<file path="src/rtl/hgcd_pkg.sv">
// Shared types, constants and helper functions for the haversine distance pipeline.
// No dependencies; every other file in rtl/ imports this package.
package hgcd_pkg;

    localparam int ANGLE_FRAC_BITS_DEF = 28;
    localparam int CORDIC_ITER_DEF     = 24;

    localparam int LAT_W    = 30;
    localparam int LON_W    = 31;
    localparam int RADIUS_W = 23;
    localparam int DIST_W   = 33;

    localparam int CW       = 34;   // CORDIC / Q30 datapath width
    localparam int RW       = 36;   // reduced angle width
    localparam int A_W      = 31;   // a in [0, 1.0] Q30
    localparam int ROOT_W   = 31;
    localparam int SQ_STEPS = 31;   // one result bit per stage
    localparam int SQ_N_W   = 2 * SQ_STEPS;

    localparam logic [RADIUS_W-1:0] RADIUS_RESET = 23'd6371000;

    localparam logic signed [RW-1:0] PI_Q      = 36'sd3373259426;
    localparam logic signed [RW-1:0] TWO_PI_Q  = 36'sd6746518852;
    localparam logic signed [RW-1:0] HALF_PI_Q = 36'sd1686629713;
    localparam logic signed [CW-1:0] CORDIC_K  = 34'sd652032874;
    localparam logic signed [CW:0]   ONE_Q     = 35'sd1073741824;

    function automatic logic signed [CW-1:0] atan_q(input int idx);
        logic signed [CW-1:0] v;
        case (idx)
            0:       v = 34'sh03243F6A8;
            1:       v = 34'sh01DAC6705;
            2:       v = 34'sh00FADBAFC;
            3:       v = 34'sh007F56EA6;
            4:       v = 34'sh003FEAB76;
            5:       v = 34'sh001FFD55B;
            6:       v = 34'sh000FFFAAA;
            7:       v = 34'sh0007FFF55;
            8:       v = 34'sh0003FFFEA;
            9:       v = 34'sh0001FFFFD;
            10:      v = 34'sh0000FFFFF;
            11:      v = 34'sh00007FFFF;
            12:      v = 34'sh00003FFFF;
            13:      v = 34'sh00001FFFF;
            14:      v = 34'sh00000FFFF;
            15:      v = 34'sh000007FFF;
            16:      v = 34'sh000003FFF;
            17:      v = 34'sh000001FFF;
            18:      v = 34'sh000000FFF;
            19:      v = 34'sh0000007FF;
            20:      v = 34'sh0000003FF;
            21:      v = 34'sh0000001FF;
            22:      v = 34'sh0000000FF;
            23:      v = 34'sh00000007F;
            24:      v = 34'sh00000003F;
            25:      v = 34'sh00000001F;
            26:      v = 34'sh00000000F;
            27:      v = 34'sh000000008;
            28:      v = 34'sh000000004;
            29:      v = 34'sh000000002;
            30:      v = 34'sh000000001;
            default: v = '0;
        endcase
        return v;
    endfunction

    // Q30 product, rounded half up
    function automatic logic signed [CW-1:0] mulq(input logic signed [CW-1:0] a,
                                                  input logic signed [CW-1:0] b);
        logic signed [2*CW-1:0] p;
        p = a * b;
        p = p + (2*CW)'(64'sd536870912);
        return CW'(p >>> 30);
    endfunction

endpackage

</file>
<file path="src/rtl/hgcd_isqrt.sv">
// Pipelined floor square root of (value * 2^30), one result bit per stage.
// Depends on hgcd_pkg for widths and the stage count.
module hgcd_isqrt
    import hgcd_pkg::*;
(
    input  logic              i_clk,
    input  logic              i_en,
    input  logic [A_W-1:0]    i_val,
    output logic [ROOT_W-1:0] o_root
);

    logic [SQ_N_W-1:0] w_n    [0:SQ_STEPS];
    logic [32:0]       w_rem  [0:SQ_STEPS];
    logic [ROOT_W-1:0] w_root [0:SQ_STEPS];

    assign w_n[0]    = {1'b0, i_val, 30'd0};
    assign w_rem[0]  = '0;
    assign w_root[0] = '0;

    for (genvar k = 0; k < SQ_STEPS; k++) begin : g_step
        logic [SQ_N_W-1:0] r_n;
        logic [32:0]       r_rem;
        logic [ROOT_W-1:0] r_root;
        logic [34:0]       w_sh, w_trial, w_diff;
        logic              w_ge;

        assign w_sh    = {w_rem[k], w_n[k][SQ_N_W-1-2*k -: 2]};
        assign w_trial = {2'b00, w_root[k], 2'b01};
        assign w_diff  = w_sh - w_trial;
        assign w_ge    = (w_sh >= w_trial);

        always_ff @(posedge i_clk) begin
            if (i_en) begin
                r_n    <= w_n[k];
                r_rem  <= w_ge ? w_diff[32:0] : w_sh[32:0];
                r_root <= {w_root[k][ROOT_W-2:0], w_ge};
            end
        end

        assign w_n[k+1]    = r_n;
        assign w_rem[k+1]  = r_rem;
        assign w_root[k+1] = r_root;
    end

    assign o_root = w_root[SQ_STEPS];

endmodule

</file>
<file path="config.mk">
export PLATFORM = sky130hd
export DESIGN_NAME = hgcd_isqrt
export DESIGN_NICKNAME = d
export VERILOG_FILES = /design/src/rtl/hgcd_pkg.sv /design/src/rtl/hgcd_isqrt.sv
export SDC_FILE = /design/constraint.sdc
export NUM_CORES = 2
export LEC_CHECK = 0
export ABC_AREA = 1
export BUFFER_PORTS_ARGS = -buffer_cell sky130_fd_sc_hd__buf_2
export CAP_MARGIN = 25
export CORE_AREA = 2 2 377 659
export CTS_BUF_LIST = sky130_fd_sc_hd__clkbuf_8 sky130_fd_sc_hd__clkbuf_16
export CTS_CLUSTER_DIAMETER = 30
export DETAILED_ROUTE_END_ITERATION = 16
export DIE_AREA = 0 0 379 661
export SETUP_SLACK_MARGIN = 0.2
export SLEW_MARGIN = 10
export SYNTH_ARGS = -nofsm -noshare
export SYNTH_HDL_FRONTEND = slang
export SYNTH_SLANG_ARGS = --single-unit
</file>
<file path="constraint.sdc">
create_clock -name i_clk -period 4.6 [get_ports i_clk]
set_input_delay 0 -clock i_clk [delete_from_list [all_inputs] [get_ports i_clk]]
set_output_delay 0 -clock i_clk [all_outputs]
set_load 0.01 [all_outputs]
</file>
# Word-level counts from Yosys, hierarchy flattened
# Index checks and enable logic that the tools add are counted.
# Widths: inputs -> output; s select.
dict set report word_totals {
  reg_bits 1695
  elab_cells 182
}
dict set report classes {
  add_sub_neg 30
  n_mux 30
  magnitude_cmp 31
}
# op count
set op_table {}
lappend op_table {{$mux 33} 29}
lappend op_table {{$ge 35x10->1} 1}
lappend op_table {{$ge 35x11->1} 1}
lappend op_table {{$ge 35x12->1} 1}
lappend op_table {{$ge 35x13->1} 1}
lappend op_table {{$ge 35x14->1} 1}
lappend op_table {{$ge 35x15->1} 1}
lappend op_table {{$ge 35x16->1} 1}
lappend op_table {{$ge 35x17->1} 1}
lappend op_table {{$ge 35x18->1} 1}
lappend op_table {{$ge 35x19->1} 1}
lappend op_table {{$ge 35x20->1} 1}
lappend op_table {{$ge 35x21->1} 1}
lappend op_table {{$ge 35x22->1} 1}
lappend op_table {{$ge 35x23->1} 1}
lappend op_table {{$ge 35x24->1} 1}
lappend op_table {{$ge 35x25->1} 1}
lappend op_table {{$ge 35x26->1} 1}
lappend op_table {{$ge 35x27->1} 1}
lappend op_table {{$ge 35x28->1} 1}
lappend op_table {{$ge 35x29->1} 1}
lappend op_table {{$ge 35x3->1} 1}
lappend op_table {{$ge 35x30->1} 1}
lappend op_table {{$ge 35x31->1} 1}
lappend op_table {{39 further kinds} 39}

# Depth between registers and ports, before layout
dict set report depth {
  ltp_word 2
  depth_mapped 16
  mapped_depth_nobuf 16
}

# Worst setup path before layout
# Ideal clock, no wire load.
dict set report synth_timing {
  kind {register to register}
  from {register g_step[20].r_rem[0]}
  to {register g_step[21].r_rem[32], data pin}
  setup_time_ps 249
  setup_slack_ps 2465
  required_time_ps 4351
  n_path_buf 0
  period_less_slack_ps 2135
  arrival_time_ps 1885
  path_stages_with_launch 15
  cell_sequence {edfxtp_1 ha_1 fa_1 nand3_1 nand3_1 nand2_1 nand2_1 nand2_1 nand2_1 nand2_1 nand2_1 nand2_1 nand2_1 nand2_1 inv_1}
}
dict set report synth_via {
  elab_chain_cells 2
  elab_cells_between_ends 3
  cone_classes {add/sub: 1; order compare: 1; mux: 1}
}
# item line
set synth_lines {}
lappend synth_lines {{start, declared} hgcd_isqrt.sv:22} ;# logic [32:0] r_rem;
lappend synth_lines {{start signal, assigned} hgcd_isqrt.sv:35} ;# r_rem <= w_ge ? w_diff[32:0] : w_sh[32:0];
lappend synth_lines {{$sub 33x23->33 / $ge 35x23->1 (equally long branches)} {hgcd_isqrt.sv:29, hgcd_isqrt.sv:30}}
lappend synth_lines {{$mux 33 *} hgcd_isqrt.sv:35}
lappend synth_lines {{end signal, assigned} hgcd_isqrt.sv:35}
lappend synth_lines {{end, declared} hgcd_isqrt.sv:22}
# Every way passes the cells marked *; elsewhere a longest branch is shown, timed or not.
# A chain may end at the register's enable or synchronous reset.

# Worst setup path in the final report
# Ends and elaborated chain as after synthesis.

==> impl_results.md <==
- TritonCTS clock tree: built
- Final ANT Viol Nets: 0
- Hold WS: 349 ps
- DR top layer: met5
- #FFs+latches synth: 1657
- Inst Count DP: 17.2k
- Startpoint types: flop
- P_int: 37.4 mW
- Largest net degree at the start of global routing: 169
- Post-synth ARST share: 0
- PostCTS Resize Cnt: 0
- Synth area leader: edfxtp_1
- Initial antenna violation count: 11
- FF-to-FF Start: g_step[20].r_rem[0]$_SDFFCE_PP0P_
- Met2 wire len: 211000 um
- Post-layout instance area: 122000 um^2
- Finished Layout Cells: 17.8k
- Total power draw: 58.1 mW
- Clock Latency Late Sink: 900 ps
- Final Skew: 59.4 ps
- FMAX: 294 MHz
- Synth cell types: 58
- First-pass GRT wire length: 566000 um
- Hold_sp: i_en
- Fin. max-slew vios: 0
- Post-route minimum period: 3400 ps
- FP Rows: 241
- Avg Inst Size Synth: 7.73 um^2
- Max IR drop VDD: 0.000419 V
- Crit share post-route: 0.739
- Detailed Place HPWL: 311000 um
- Reg-to-reg endpoint: g_step[21].r_rem[32]$_DFFE_PP_
- Starting Density: 0.438
- Synth top area cells: edfxtp_1, nand2_1, inv_1, ha_1, nand3_1
- Register area share after synthesis: 0.463
- Die H: 661 um
- Vias in the first global route: 94.2k
- Max-Cap Viols: 0
- Power share of the clock group: 0.378
- Vias per cell: 5.17
- # port buffers: 63
- Ratio of cells with drive above 1 in the final layout: 0.0587
- Placed inst area: 112000 um^2
- Top-area cell type share of the netlist area: 0.463
- Clk root buf: clkbuf_16
- Critical path class: flop to flop
- Sequential share of power: 0.365
- Nets: 14.8k
- Detail Route met3 WL: 15800 um
- CTS sink count: 1657
- RePlAce Congestion: 1.02
- Via count: 91.9k
- Count of final hold-check violations: 0
- I/O pins: 64
- Drt first pass iters: 6
- Routed wire length: 387000 um
- CP max FO: 5
- RSZ-0062 raised after global routing: no
- Worst Tran Pin Value: 1120 ps
- Metal-1 WL: 111000 um
- Clk slew on worst S/H paths: 60 ps
- Switching share of power: 0.356
- Slew HR: 0.255
- GRT Total Usage: 0.307
- Global route overflow: 0
- Commonest cells in the netlist: nand2_1, inv_1, edfxtp_1
- Core ar.: 245000 um^2
- Routed len/inst: 21.7 um
- Comb power frac: 0.257
- Setup crit end kind: flop
- Post-place setup slack: 1150 ps
- Worst EP required: 5200 ps
- Syn Nets: 14.4k
- Pwr Density: 474 nW/um^2
- Hold Path Depth: 3
- Clock Path Buffers: 4
- Leakage: 58.9 nW
- Post-Syn Area: 107000 um^2
- Setup tns final: 0 ps
- Flop-to-flop setup slack: 1200 ps
- Setup ws final: 1200 ps
- CTS buffer count: 298
- Count leader, synth: nand2_1
- Area grow syn2layout: 13.9%
- H-tree Lvls: 5
- Remaining DRCs: 0
- Filler Cell Count: 24.4k
- Die area: 251000 um^2
- Initial drt markers: 5642
- Hold crit path type: input pin to flop
- Top FF cell, synth: edfxtp_1
- Final core utilization: 0.499
- Synth Instances: 13.9k
- Die width: 379 um
- Psw: 20.7 mW
- WP data arrival: 4000 ps
- R2R depth: 14
- Final setup fails: 0
- Post-synth EDFFs: 1657
- Yosys warns: 0
- Min-Delay Endpoint: g_step[0].r_n[42]$_DFFE_PP_
- Status: finished clean
-- per-layer routing --
layer	up-vias	GRT usage
met2	2771	0.601
met1	42168	0.241
met3	1666	0.0493
met5	-	0
met4	14	0.320
li1	45324	-
-- placed cells by master (no fill, tap or decap), types with 73 or more instances in the layout --
cell,n
edfxtp_1,1657
buf_4,73
a21oi_1,495
clkbuf_16,305
o21ai_0,214
nand4_1,243
xnor2_1,94
nand2_1,4815
inv_1,2570
nand3b_1,96
ha_1,497
nor3_1,201
nor2_1,1110
xor2_1,303
nand3_1,1049
-- how the worst max path moves through the flow --
stage	cells past startpoint	end	slack (ps)	from
floorplan	14	g_step[21].r_rem[32]$_DFFE_PP_	2470	g_step[20].r_rem[0]$_SDFFCE_PP0P_
global placement	10	g_step[13].r_rem[8]$_DFFE_PP_	1090	g_step[12].r_root[6]$_DFFE_PP_
detailed placement	10	g_step[13].r_rem[8]$_DFFE_PP_	1150	g_step[12].r_root[6]$_DFFE_PP_
CTS	10	g_step[13].r_rem[7]$_DFFE_PP_	1170	g_step[12].r_root[6]$_DFFE_PP_
global route	11	g_step[22].r_rem[3]$_DFFE_PP_	1010	g_step[21].r_rem[8]$_DFFE_PP_
finish	14	g_step[21].r_rem[32]$_DFFE_PP_	1200	g_step[20].r_rem[0]$_SDFFCE_PP0P_
-- state kept, by name (all words and copies together) (netlist names) --
signal / flops
o_root: 31
g_step.r_rem: 921
g_step.r_n: 240
g_step.r_root: 465
-- cell type report --
cell class                      instances  area [um^2]  area share
Multi-Input combinational cell       9508        47000       0.384
Clock inverter                        234         2330      0.0191
Antenna cell                            1         2.50   0.0000204
Timing Repair Buffer                  214         1780      0.0145
Tap cell                             3280         4100      0.0335
Clock buffer                          305         7630      0.0624
Inverter                             2589         9720      0.0795
Sequential cell                      1657        49800       0.407
-- critical path: stages, from the launching register on --
cell and delay (ps):
edfxtp_1 450, ha_1 270, fa_1 460, nand3_1 120
nand3_1 540, nand2_1 210, nand2_1 120, nand2_1 70
nand2_1 380, nand2_1 230, nand2_1 70, nand2_1 60
nand2_1 50, nand2_1 50, inv_1 40
-- logic make-up after synthesis --
| logic type | synth area share |
|---|---|
| simple gates | 0.301 |
| buf+inv | 0.0993 |
| flops | 0.463 |
| compound gates | 0.0443 |
| fa+ha+maj | 0.0605 |
| xor+xnor | 0.0324 |
| other cells | 0.0000349 |
-- repair_timing --
action	CTS	global route
hold endpoints to repair	406	0
hold buffers	63	0
buffers inserted	0	0
-- power by group through the flow --
stage               sequential (mW)  combinational, mW  clock (mW)
finish                         21.2               14.9        21.9
detailed placement             21.4               14.6           0
CTS                            21.1               14.7        22.3
global placement               21.4               14.6           0
global route                   21.3               16.7        22.9
floorplan                      20.2               10.1           0
No activity file was read; power rests on OpenSTA's default activity.
